`src/hw/rtl/afag_pkg.sv`:
```
// Package for the audio frame admission guard: field widths, register indexes,
// action codes, the payload structs and the controller/datapath command and status structs.
// Depends on nothing; every other file of the block imports it.
package afag_pkg;

    localparam int MAX_FRAME_BYTES = 4096;

    localparam int LEN_W      = 13;
    localparam int NUM_W      = 32;
    localparam int DIV_CNT_W  = $clog2(NUM_W);
    localparam int DUR_W      = 19;
    localparam int TIME_W     = 48;
    localparam int MS_W       = 40;
    localparam int SUM_W      = TIME_W + 3;
    localparam int RATE_W     = 16;
    localparam int US_W       = 24;
    localparam int LOST_W     = 8;
    localparam int CFG_IDX_W  = 3;
    localparam int CFG_DATA_W = 24;

    localparam logic [19:0]        US_PER_S = 20'd1000000;
    localparam logic [DUR_W-1:0]   DUR_MAX  = '1;
    localparam logic [LOST_W-1:0]  LOST_SAT = '1;

    localparam logic [RATE_W-1:0] RST_SAMPLE_RATE   = 16'd8000;
    localparam logic [US_W-1:0]   RST_MAX_BACKLOG   = 24'd400000;
    localparam logic [US_W-1:0]   RST_RESYNC        = 24'd2000000;
    localparam logic [LOST_W-1:0] RST_MAX_LOST      = 8'd50;
    localparam logic [15:0]       RST_IDLE_LIMIT    = 16'd10000;
    localparam logic [15:0]       RST_PING_INTERVAL = 16'd3000;

    localparam logic [1:0] REQ_FRAME = 2'd0;
    localparam logic [1:0] REQ_POLL  = 2'd1;
    localparam logic [1:0] REQ_FEED  = 2'd2;

    typedef enum logic [CFG_IDX_W-1:0] {
        CFG_SAMPLE_RATE   = 3'd0,
        CFG_MAX_BACKLOG   = 3'd1,
        CFG_RESYNC        = 3'd2,
        CFG_MAX_LOST      = 3'd3,
        CFG_IDLE_LIMIT    = 3'd4,
        CFG_PING_INTERVAL = 3'd5
    } cfg_idx_t;

    typedef enum logic [2:0] {
        ACT_NONE         = 3'd0,
        ACT_ACCEPT       = 3'd1,
        ACT_DROP         = 3'd2,
        ACT_PING         = 3'd3,
        ACT_CLOSE_IDLE   = 3'd4,
        ACT_CLOSE_NONBIN = 3'd5,
        ACT_CLOSE_BUSY   = 3'd6,
        ACT_CLOSED       = 3'd7
    } action_t;

    typedef struct packed {
        logic [1:0]        req_type;
        logic [TIME_W-1:0] now_us;
        logic [MS_W-1:0]   now_ms;
        logic [15:0]       idle_ms;
        logic [LEN_W-1:0]  frame_len;
        logic              is_binary;
        logic              fed_ok;
    } in_t;

    typedef struct packed {
        action_t          action;
        logic [DUR_W-1:0] frame_duration_us;
    } out_t;

    typedef enum logic [3:0] {
        OP_NOP,
        OP_MUL,
        OP_DIV,
        OP_ANCHOR,
        OP_BASE,
        OP_LAG,
        OP_RESYNC,
        OP_LEAD,
        OP_ACCEPT,
        OP_PING,
        OP_FEED_OK,
        OP_REFUSE,
        OP_CLOSE
    } dp_op_t;

    typedef struct packed {
        dp_op_t  op;
        logic    load_in;
        logic    out_load;
        action_t action;
    } dp_cmd_t;

    typedef struct packed {
        logic [1:0] req_type;
        logic       closed;
        logic       is_binary;
        logic       len_ok;
        logic       fed_ok;
        logic       idle_gt;
        logic       ping_gt;
        logic       busy_close;
        logic       div_last;
        logic       lag_gt;
        logic       lead_gt;
        logic       out_free;
    } dp_stat_t;

endpackage

```
`src/hw/rtl/afag_dp.sv`:
```
// Datapath of the audio frame admission guard: configuration registers, session state,
// the duration multiplier and bit-serial divider, the schedule arithmetic and the result register.
// Depends on afag_pkg.
module afag_dp (
    input  logic                           aclk,
    input  logic                           aresetn,
    input  logic                           cfg_valid,
    input  logic [afag_pkg::CFG_IDX_W-1:0] cfg_index,
    input  logic [afag_pkg::CFG_DATA_W-1:0] cfg_data,
    input  afag_pkg::in_t                  s_data,
    input  afag_pkg::dp_cmd_t              cmd,
    output afag_pkg::dp_stat_t             stat,
    output logic                           m_valid,
    input  logic                           m_ready,
    output afag_pkg::out_t                 m_data
);
    import afag_pkg::*;

    // Configuration.
    logic [RATE_W-1:0] sample_rate_reg;
    logic [US_W-1:0]   max_backlog_reg;
    logic [US_W-1:0]   resync_reg;
    logic [LOST_W-1:0] max_lost_reg;
    logic [15:0]       idle_limit_reg;
    logic [15:0]       ping_interval_reg;

    // Session state.
    logic              anchored_reg, anchored_next;
    logic [TIME_W-1:0] anchor_reg, anchor_next;
    logic [TIME_W-1:0] accepted_reg, accepted_next;
    logic [MS_W-1:0]   ping_stamp_reg, ping_stamp_next;
    logic [LOST_W-1:0] refusal_reg, refusal_next;
    logic              closed_reg, closed_next;

    // Working registers.
    in_t               in_reg;
    logic [NUM_W-1:0]  num_reg, num_next;
    logic [RATE_W-1:0] rem_reg, rem_next;
    logic [DIV_CNT_W-1:0] cnt_reg, cnt_next;
    logic [DUR_W-1:0]  dur_reg, dur_next;
    logic [TIME_W:0]   base_reg, base_next;
    logic [SUM_W-1:0]  lag_reg, lag_next;
    logic [SUM_W-1:0]  lead_reg, lead_next;
    logic              m_valid_reg;
    out_t              m_data_reg;

    logic [RATE_W:0]   shl;
    logic [RATE_W+1:0] trial;
    logic [MS_W:0]     ping_diff;
    logic [LOST_W-1:0] refusal_inc;

    always_comb begin
        shl         = {rem_reg, num_reg[NUM_W-1]};
        trial       = {1'b0, shl} - {2'b00, sample_rate_reg};
        ping_diff   = {1'b0, in_reg.now_ms} - {1'b0, ping_stamp_reg};
        refusal_inc = (refusal_reg == LOST_SAT) ? LOST_SAT : refusal_reg + 1'b1;
    end

    always_comb begin
        stat.req_type   = in_reg.req_type;
        stat.closed     = closed_reg;
        stat.is_binary  = in_reg.is_binary;
        stat.len_ok     = (in_reg.frame_len != '0) &&
                          (in_reg.frame_len <= LEN_W'(MAX_FRAME_BYTES));
        stat.fed_ok     = in_reg.fed_ok;
        stat.idle_gt    = in_reg.idle_ms > idle_limit_reg;
        stat.ping_gt    = !ping_diff[MS_W] &&
                          (ping_diff[MS_W-1:0] > {(MS_W-16)'(0), ping_interval_reg});
        stat.busy_close = refusal_inc >= max_lost_reg;
        stat.div_last   = cnt_reg == '1;
        stat.lag_gt     = !lag_reg[SUM_W-1] &&
                          (lag_reg[SUM_W-2:0] > {(SUM_W-1-US_W)'(0), resync_reg});
        stat.lead_gt    = !lead_reg[SUM_W-1] &&
                          (lead_reg[SUM_W-2:0] > {(SUM_W-1-US_W)'(0), max_backlog_reg});
        stat.out_free   = !m_valid_reg || m_ready;
    end

    always_comb begin
        anchored_next   = anchored_reg;
        anchor_next     = anchor_reg;
        accepted_next   = accepted_reg;
        ping_stamp_next = ping_stamp_reg;
        refusal_next    = refusal_reg;
        closed_next     = closed_reg;
        num_next        = num_reg;
        rem_next        = rem_reg;
        cnt_next        = cnt_reg;
        dur_next        = dur_reg;
        base_next       = base_reg;
        lag_next        = lag_reg;
        lead_next       = lead_reg;
        unique case (cmd.op)
            OP_NOP: begin
            end
            OP_MUL: begin
                num_next = {(NUM_W-LEN_W)'(0), in_reg.frame_len} * NUM_W'(US_PER_S);
                rem_next = '0;
                cnt_next = '0;
            end
            OP_DIV: begin
                // One restoring step: the quotient bit shifts in where the numerator left.
                if (!trial[RATE_W+1]) begin
                    rem_next = trial[RATE_W-1:0];
                end else begin
                    rem_next = shl[RATE_W-1:0];
                end
                num_next = {num_reg[NUM_W-2:0], !trial[RATE_W+1]};
                cnt_next = cnt_reg + 1'b1;
            end
            OP_ANCHOR: begin
                dur_next = (num_reg > {(NUM_W-DUR_W)'(0), DUR_MAX}) ?
                           DUR_MAX : num_reg[DUR_W-1:0];
                if (!anchored_reg) begin
                    anchored_next = 1'b1;
                    anchor_next   = in_reg.now_us;
                    accepted_next = '0;
                end
            end
            OP_BASE: begin
                base_next = {1'b0, anchor_reg} + {1'b0, accepted_reg};
            end
            OP_LAG: begin
                lag_next = {3'b000, in_reg.now_us} - {2'b00, base_reg};
            end
            OP_RESYNC: begin
                if (stat.lag_gt) begin
                    anchor_next   = in_reg.now_us;
                    accepted_next = '0;
                    base_next     = {1'b0, in_reg.now_us};
                end
            end
            OP_LEAD: begin
                lead_next = {2'b00, base_reg} + {(SUM_W-DUR_W)'(0), dur_reg}
                          - {3'b000, in_reg.now_us};
            end
            OP_ACCEPT: begin
                accepted_next = accepted_reg + {(TIME_W-DUR_W)'(0), dur_reg};
            end
            OP_PING: begin
                ping_stamp_next = in_reg.now_ms;
            end
            OP_FEED_OK: begin
                refusal_next = '0;
            end
            OP_REFUSE: begin
                refusal_next = refusal_inc;
                if (stat.busy_close) begin
                    closed_next = 1'b1;
                end
            end
            OP_CLOSE: begin
                closed_next = 1'b1;
            end
            default: begin
            end
        endcase
    end

    always_ff @(posedge aclk) begin
        if (!aresetn) begin
            sample_rate_reg   <= RST_SAMPLE_RATE;
            max_backlog_reg   <= RST_MAX_BACKLOG;
            resync_reg        <= RST_RESYNC;
            max_lost_reg      <= RST_MAX_LOST;
            idle_limit_reg    <= RST_IDLE_LIMIT;
            ping_interval_reg <= RST_PING_INTERVAL;
            anchored_reg      <= 1'b0;
            anchor_reg        <= '0;
            accepted_reg      <= '0;
            ping_stamp_reg    <= '0;
            refusal_reg       <= '0;
            closed_reg        <= 1'b0;
            m_valid_reg       <= 1'b0;
        end else begin
            if (cfg_valid) begin
                unique case (cfg_idx_t'(cfg_index))
                    CFG_SAMPLE_RATE:   sample_rate_reg   <= cfg_data[RATE_W-1:0];
                    CFG_MAX_BACKLOG:   max_backlog_reg   <= cfg_data[US_W-1:0];
                    CFG_RESYNC:        resync_reg        <= cfg_data[US_W-1:0];
                    CFG_MAX_LOST:      max_lost_reg      <= cfg_data[LOST_W-1:0];
                    CFG_IDLE_LIMIT:    idle_limit_reg    <= cfg_data[15:0];
                    CFG_PING_INTERVAL: ping_interval_reg <= cfg_data[15:0];
                    default: begin
                    end
                endcase
            end
            anchored_reg   <= anchored_next;
            anchor_reg     <= anchor_next;
            accepted_reg   <= accepted_next;
            ping_stamp_reg <= ping_stamp_next;
            refusal_reg    <= refusal_next;
            closed_reg     <= closed_next;
            if (cmd.out_load) begin
                m_valid_reg <= 1'b1;
            end else if (m_ready) begin
                m_valid_reg <= 1'b0;
            end
        end
    end

    always_ff @(posedge aclk) begin
        if (cmd.load_in) begin
            in_reg <= s_data;
        end
        num_reg  <= num_next;
        rem_reg  <= rem_next;
        cnt_reg  <= cnt_next;
        dur_reg  <= dur_next;
        base_reg <= base_next;
        lag_reg  <= lag_next;
        lead_reg <= lead_next;
        if (cmd.out_load) begin
            m_data_reg.action <= cmd.action;
            // Only accepted and dropped frames report a duration.
            m_data_reg.frame_duration_us <=
                (cmd.action == ACT_ACCEPT || cmd.action == ACT_DROP) ? dur_reg : '0;
        end
    end

    assign m_valid = m_valid_reg;
    assign m_data  = m_data_reg;

endmodule

```
`src/hw/rtl/afag_ctrl.sv`:
```
// Controller of the audio frame admission guard: a state machine that sequences the datapath
// through decode, duration division, schedule checks and result delivery.
// Depends on afag_pkg.
module afag_ctrl (
    input  logic                aclk,
    input  logic                aresetn,
    input  logic                s_valid,
    output logic                s_ready,
    input  afag_pkg::dp_stat_t  stat,
    output afag_pkg::dp_cmd_t   cmd
);
    import afag_pkg::*;

    typedef enum logic [3:0] {
        ST_IDLE,
        ST_DECODE,
        ST_MUL,
        ST_DIV,
        ST_ANCHOR,
        ST_BASE,
        ST_LAG,
        ST_RESYNC,
        ST_LEAD,
        ST_DECIDE,
        ST_EMIT
    } state_t;

    state_t  state_reg, state_next;
    action_t act_reg, act_next;

    always_comb begin
        state_next  = state_reg;
        act_next    = act_reg;
        s_ready     = 1'b0;
        cmd.op      = OP_NOP;
        cmd.load_in = 1'b0;
        cmd.out_load = 1'b0;
        cmd.action  = act_reg;
        unique case (state_reg)
            ST_IDLE: begin
                s_ready = 1'b1;
                if (s_valid) begin
                    cmd.load_in = 1'b1;
                    state_next  = ST_DECODE;
                end
            end
            ST_DECODE: begin
                state_next = ST_EMIT;
                act_next   = ACT_NONE;
                if (stat.closed) begin
                    act_next = ACT_CLOSED;
                end else begin
                    unique case (stat.req_type)
                        REQ_FRAME: begin
                            if (!stat.is_binary) begin
                                cmd.op   = OP_CLOSE;
                                act_next = ACT_CLOSE_NONBIN;
                            end else if (stat.len_ok) begin
                                state_next = ST_MUL;
                            end
                        end
                        REQ_POLL: begin
                            if (stat.idle_gt) begin
                                cmd.op   = OP_CLOSE;
                                act_next = ACT_CLOSE_IDLE;
                            end else if (stat.ping_gt) begin
                                cmd.op   = OP_PING;
                                act_next = ACT_PING;
                            end
                        end
                        REQ_FEED: begin
                            if (stat.fed_ok) begin
                                cmd.op = OP_FEED_OK;
                            end else begin
                                cmd.op = OP_REFUSE;
                                if (stat.busy_close) begin
                                    act_next = ACT_CLOSE_BUSY;
                                end
                            end
                        end
                        default: begin
                        end
                    endcase
                end
            end
            ST_MUL: begin
                cmd.op     = OP_MUL;
                state_next = ST_DIV;
            end
            ST_DIV: begin
                cmd.op = OP_DIV;
                if (stat.div_last) begin
                    state_next = ST_ANCHOR;
                end
            end
            ST_ANCHOR: begin
                cmd.op     = OP_ANCHOR;
                state_next = ST_BASE;
            end
            ST_BASE: begin
                cmd.op     = OP_BASE;
                state_next = ST_LAG;
            end
            ST_LAG: begin
                cmd.op     = OP_LAG;
                state_next = ST_RESYNC;
            end
            ST_RESYNC: begin
                cmd.op     = OP_RESYNC;
                state_next = ST_LEAD;
            end
            ST_LEAD: begin
                cmd.op     = OP_LEAD;
                state_next = ST_DECIDE;
            end
            ST_DECIDE: begin
                if (stat.lead_gt) begin
                    act_next = ACT_DROP;
                end else begin
                    cmd.op   = OP_ACCEPT;
                    act_next = ACT_ACCEPT;
                end
                state_next = ST_EMIT;
            end
            ST_EMIT: begin
                if (stat.out_free) begin
                    cmd.out_load = 1'b1;
                    state_next   = ST_IDLE;
                end
            end
            default: begin
                state_next = ST_IDLE;
            end
        endcase
    end

    always_ff @(posedge aclk) begin
        if (!aresetn) begin
            state_reg <= ST_IDLE;
            act_reg   <= ACT_NONE;
        end else begin
            state_reg <= state_next;
            act_reg   <= act_next;
        end
    end

endmodule

```
`src/hw/rtl/audio_frame_admission_guard.sv`:
```
// Audio frame admission guard, top level: joins the controller and the datapath.
// Valid binary frame items pass through the 32-step serial divider for the duration and then
// the schedule checks before their result is loaded. Other items, and all items once the
// session is closed, go from decode straight to the result register, one item at a time.
// A waiting result only holds back the emit of the next item, never its acceptance.
// Reset (aresetn, synchronous, active low) restores default configuration and an open session.
module audio_frame_admission_guard (
    input  logic                            aclk,
    input  logic                            aresetn,
    input  logic                            s_valid,
    output logic                            s_ready,
    input  afag_pkg::in_t                   s_data,
    output logic                            m_valid,
    input  logic                            m_ready,
    output afag_pkg::out_t                  m_data,
    input  logic                            cfg_valid,
    output logic                            cfg_ready,
    input  logic [afag_pkg::CFG_IDX_W-1:0]  cfg_index,
    input  logic [afag_pkg::CFG_DATA_W-1:0] cfg_data
);
    import afag_pkg::*;

    // The controller issues one datapath operation per cycle and reads back status
    // flags (compare outcomes, divider progress, result register occupancy).
    dp_cmd_t  cmd;
    dp_stat_t stat;

    // Configuration writes go straight into the registers, so the port is always ready.
    // Writes to indexes beyond the register list are taken and ignored.
    assign cfg_ready = 1'b1;

    afag_ctrl u_ctrl (
        .aclk    (aclk),
        .aresetn (aresetn),
        .s_valid (s_valid),
        .s_ready (s_ready),
        .stat    (stat),
        .cmd     (cmd)
    );

    // The datapath holds the session state, the configuration registers and the
    // result register that drives the m_ channel.
    afag_dp u_dp (
        .aclk      (aclk),
        .aresetn   (aresetn),
        .cfg_valid (cfg_valid),
        .cfg_index (cfg_index),
        .cfg_data  (cfg_data),
        .s_data    (s_data),
        .cmd       (cmd),
        .stat      (stat),
        .m_valid   (m_valid),
        .m_ready   (m_ready),
        .m_data    (m_data)
    );

endmodule

```
`config.mk`:
```
export PLATFORM = sky130hd
export DESIGN_NAME = audio_frame_admission_guard
export DESIGN_NICKNAME = d
export VERILOG_FILES = /design/src/hw/rtl/afag_pkg.sv /design/src/hw/rtl/afag_dp.sv /design/src/hw/rtl/afag_ctrl.sv /design/src/hw/rtl/audio_frame_admission_guard.sv
export SDC_FILE = /design/constraint.sdc
export NUM_CORES = 2
export LEC_CHECK = 0
export ABC_AREA = 1
export ABC_CLOCK_PERIOD_IN_PS = 15300
export BUFFER_PORTS_ARGS = -buffer_cell sky130_fd_sc_hd__buf_2
export CORE_UTILIZATION = 65
export CTS_CLUSTER_DIAMETER = 150
export DETAILED_ROUTE_END_ITERATION = 8
export PLACE_DENSITY = 0.83
export SYNTH_ARGS = -nofsm -noshare
export SYNTH_HDL_FRONTEND = slang
export SYNTH_SLANG_ARGS = --single-unit
```
`constraint.sdc`:
```
create_clock -name aclk -period 15.3 [get_ports aclk]
set_input_delay 3.06 -clock aclk [delete_from_list [all_inputs] [get_ports aclk]]
set_output_delay 3.06 -clock aclk [all_outputs]
set_load 0.02 [all_outputs]
```
[After elaboration in Yosys (flattened, before gate mapping)]
Cells that the tools add are included.
Widths: inputs -> output; s select.
Operators by class
  reductions and logical operators: 34
  multiplexer cells: 48
  $add $sub $neg: 9
  order comparisons: 7
  eq/ne operators: 39
  multipliers: 1
Operators with widths (count)
  $mux 48: 4
  $pmux 48 s3: 1
  $gt 50x24->1: 2
  $pmux 49 s2: 1
  $pmux 48 s2: 1
  $pmux 32 s2: 1
  $sub 51x48->51: 1
  $add 49x19->50: 1
  $sub 48x49->50: 1
  $add 48x48->49: 1
  $mux 49: 1
  $add 48x19->48: 1
  $mux 4: 12
  $pmux 4 s11: 1
  $sub 40x40->41: 1
  $gt 40x16->1: 1
  $pmux 4 s9: 1
  $eq 4x3->1 const B: 8
  $eq 4x4->1 const B: 8
  $gt 32x19->1 const B: 1
  $pmux 16 s2: 1
  $mul 13x14->26 const B: 1
  $sub 17x16->18: 1
  $eq 4x2->1 const B: 4
  other kinds (36): 82
Storage, ports and cells
  input bits: 153
  register bits after elaboration: 624
  word-level logic and storage cells: 169
  output and inout port bits: 25

[Logic depth before layout (Yosys ltp)]
  word-level depth: 11
  gate-level depth with buffers: 33
  depth with buffers taken out: 32

[By module]
Synthesis repeated with hierarchy kept, for this count alone.
Unflattened totals
  cells, all modules: 5671
  area, all modules: 43930.9 um^2
By module, submodules not included
  afag_dp: area each 43341.6 um^2, times used 1, cells an instance 5566
  afag_ctrl: area each 578.1 um^2, times used 1, cells an instance 103
  audio_frame_admission_guard: area each 11.3 um^2, times used 1, cells an instance 2

[Worst setup path before layout]
OpenSTA, ideal clock, no wires.
  path type: input port to flip-flop
  start: input s_valid
  end: register u_dp.in_reg[100] in the netlist's numbering (enable)
  setup slack: 6595 ps
  arrival time: 8102 ps
  stages: 2
  required time: 14697 ps
  setup time: 603 ps
  cell sequence: inv_1 -> nor2_1
RTL lines
  start, declared: RTL line audio_frame_admission_guard.sv:10  | input logic s_valid,
  end signal, assigned: RTL line afag_dp.sv:203  | in_reg <= s_data;
  end, declared: RTL line afag_dp.sv:36  | in_t in_reg;

[Worst setup path in the final report]
  start: register u_dp.dur_reg[2]
  end: register u_dp.lead_reg[46] (data pin)
Between the ends
  word-level cells in the longest chain between the ends: 2
RTL lines
  start, declared: RTL line afag_dp.sv:40  | logic [DUR_W-1:0] dur_reg, dur_next;
  start signal, assigned: RTL line afag_dp.sv:208  | dur_reg <= dur_next;
  $add 49x19->50: RTL line afag_dp.sv:133  | lead_next = {2'b00, base_reg} + {(SUM_W-DUR_W)'(0), dur_reg}
  $sub 51x48->51: RTL line afag_dp.sv:134  | - {3'b000, in_reg.now_us};
  end signal, assigned: RTL line afag_dp.sv:211  | lead_reg <= lead_next;
  end, declared: RTL line afag_dp.sv:43  | logic [SUM_W-1:0] lead_reg, lead_next;
Every way passes these cells.
A chain may end at the register's enable or synchronous reset.

==> flow_summary.ini <==
[status]
status = finished with violations
violations = DRC

[detailed_routing]
vias = 36943
drt-wirelength-per-cell_um = 17.6
dr.pass1.iters = 9
drc = 2
ant_nets = 0
vias_per_cell = 5.71
wl_um = 114000
drt_iter0_markers = 3644

[cells_and_area]
stdcell_area_um2 = 46600
largest_register_ffs = 117
layout-drive-gt1-share_pct = 7.88
multiInputGateArea_um2 = 22600
area_delta_synth_final_pct = 9.74
nets = 6168
fillers = 5079
final_util_pct = 72.3
regArea_um2 = 16100

[logic_synthesis]
syn_area_per_cell_um2 = 7.89
synth_compound_area_share_pct = 15.0
async_flop_share_pct = 0
syn_inst = 5377
syn-cell-area_um2 = 42400
ys.flop_type = edfxtp_1
yosysSeqAreaShare_pct = 38.0
yosys_warnings = 0
ys_ff_latch = 623
synth_nets = 5993
synth_area_leaders = edfxtp_1 (26%), ha_1 (12%), dfxtp_1 (12%)
synth_fa_ha_area_share_pct = 14.5
synth_edf_count = 365
synth-simple-area-share_pct = 19.3
synth_top_family_by_area = simple AND/OR/NAND/NOR gates
synth_xor_area_share_pct = 4.15
yosys.area.top_type = edfxtp_1
synth_cell_types = 61
synth.area.mux_share_pct = 0
yosysTopAreaCellShare_pct = 25.8

[cts]
cts_resized = 0
clkTransAtPathRegs_ns = 0.06
clockBufferDepth = 3
cts_buffers = 70
cts_hold_buf = 0
post_cts_buffers = 0
clock-sinks = 623
clock_latency_ns = 0.64
cts_root_buf = clkbuf_16
htreeDepth = 3
cts_tree = yes

[power]
power_density_nw_per_um2 = 175
p_leak_nw = 21.2
max-vdd-ir-drop_mv = 0.299

[timing]
max_freq_ghz = 0.179
post-route-min-period_ns = 5.60
final_hold_viol_count = 0
report.final.slew_viol_count = 0
max_slew_margin_pct = 22.4
max_slew.worst_pin.slew_ns = 1.16
grt_setup_unrepaired = false
post-route-period-util_pct = 36.6
skew_ns = 0.0191
setup-violations-final = 0
fin_tns_setup_ns = 0

[global_routing]
use_met1_pct = 45.9
grt_max_degree = 81
grt_pass1_vias = 35246
met3_usage_pct = 4.14
antenna_found_initial = 2
gr-usage-all-layers_pct = 33.8
grt_busiest_layer = met2
grt_pass1_wl_um = 179000
grt_overflow = 0
globalRouteMet2Util_pct = 55.8

[die]
row_count = 93
die_height_um = 258
die_area_um2 = 66300
die_w_um = 258
start_util_pct = 65.8
core_um2 = 64500
num_io_pins = 178

[worst_setup_path]
critPathLaunchType = register
cp_common_cell = a21oi_1
cpPeakStageDelay_ns = 0.43
critical_path_class = reg -> reg
cp.arrival_ns = 5.97
cp_slowest_cell = edfxtp_1
crit_required_ns = 15.67
path_max_fanout = 4
cp-end-kind = register

[min_path]
hp-class = reg -> reg

[placement]
place.gp.congestion = 0.976
portBuffers = 176
dp_hpwl_um = 87300
place_area_um2 = 44200

[flow_run]
drv_cap = 0
routing by layer:
layer,part of all wire (%),vias up
met1,43,17005
met4,3.5,4
li1,-,18260
met3,7.5,234
met5,0.027,-
met2,46,1440
final timing paths:
path,start,end,slack [ns],cells after the start
max,u_dp.dur_reg[2],u_dp.lead_reg[46],9.70,30
min reg2reg,u_dp.idle_limit_reg[1],u_dp.idle_limit_reg[1],0.46,2
max reg2reg,u_dp.dur_reg[2],u_dp.lead_reg[46],9.70,30
min,u_dp.idle_limit_reg[1],u_dp.idle_limit_reg[1],0.46,2
critical path: cells and delay by family (launching register included):
family | cells | cell delay, ns
compound gates | 15 | 2.80
xor+xnor | 2 | 0.37
fa+ha+maj | 2 | 0.73
buf+inv | 2 | 0.17
flops | 1 | 0.43
simple gates | 9 | 0.80
synthesized netlist by cell type, types with 5 or more instances:
cell type  number
nand3b_1       10
nand2_2        18
nor4_1         26
o21bai_1       16
edfxtp_1      365
nand3_1       205
or2_2          36
o21a_1         20
nand3_2        13
xor2_1        131
o21ai_1        14
buf_6           8
a21boi_0       11
buf_2          13
dfxtp_1       258
clkbuf_1       71
a21o_1         24
o21ai_0       363
o221ai_1       15
a21oi_1       557
o31ai_1        10
buf_1           5
ha_1          415
xnor2_1        70
nor2_2         40
nand2_1       963
nor3_1         65
nand4_1        56
a31oi_1        55
o211ai_1       47
inv_1         900
fa_1           48
nor2_1        478
stage by stage:
stage	hold slack (ns)	total power [W]	instances	setup WS, ns
5_1_grt	0.480	0.00874	6465	9.27
3_3_place_gp	0.447	0.00623	6335	10.00
4_1_cts	0.462	0.00810	6465	9.73
6_report	0.458	0.00813	6466	9.70
2_1_floorplan	0.431	0.00543	5377	6.60
3_5_place_dp	0.454	0.00635	6335	9.82
cells in the final DEF (no fill, tap or decap), types with 28 or more instances in the layout:
| cell | n |
|---|---|
| a21oi_1 | 555 |
| a31oi_1 | 55 |
| buf_2 | 175 |
| buf_4 | 28 |
| clkbuf_16 | 70 |
| dfxtp_1 | 258 |
| edfxtp_1 | 365 |
| fa_1 | 48 |
| ha_1 | 415 |
| inv_1 | 900 |
| nand2_1 | 963 |
| nand3_1 | 205 |
| nand4_1 | 56 |
| nor2_1 | 471 |
| nor2_2 | 43 |
| nor3_1 | 64 |
| o211ai_1 | 47 |
| o21ai_0 | 363 |
| or2_2 | 36 |
| xnor2_1 | 70 |
| xor2_1 | 131 |
where the power goes:
part,total [W],leakage [nW],internal [W],switching [W]
registers,0.00239,5.41,0.00222,0.000171
logic,0.00402,14.6,0.00151,0.00251
clock network,0.00172,1.13,0.000983,0.000741
cells by family (layout without fill, tap and decap cells):
logic type / after synthesis / after routing
and+or+nand+nor: 1924 / 1924
AOI/OAI and AO/OA: 1161 / 1161
buffers and inverters: 1004 / 1237
DFF: 623 / 623
adders and majority gates: 463 / 463
xor gates and xnor gates: 201 / 201
other: 1 / 2
cell type report:
class / count / area share [%]
diodes: 1 / 0.00537
clock buffers: 92 / 4.00
well taps: 855 / 2.30
clock inverters: 38 / 1.04
multi-input cells: 3750 / 48.4
repair buffers: 203 / 2.33
flip-flops and latches: 623 / 34.6
inverters: 904 / 7.29
No activity file was read; power rests on OpenSTA's default activity.
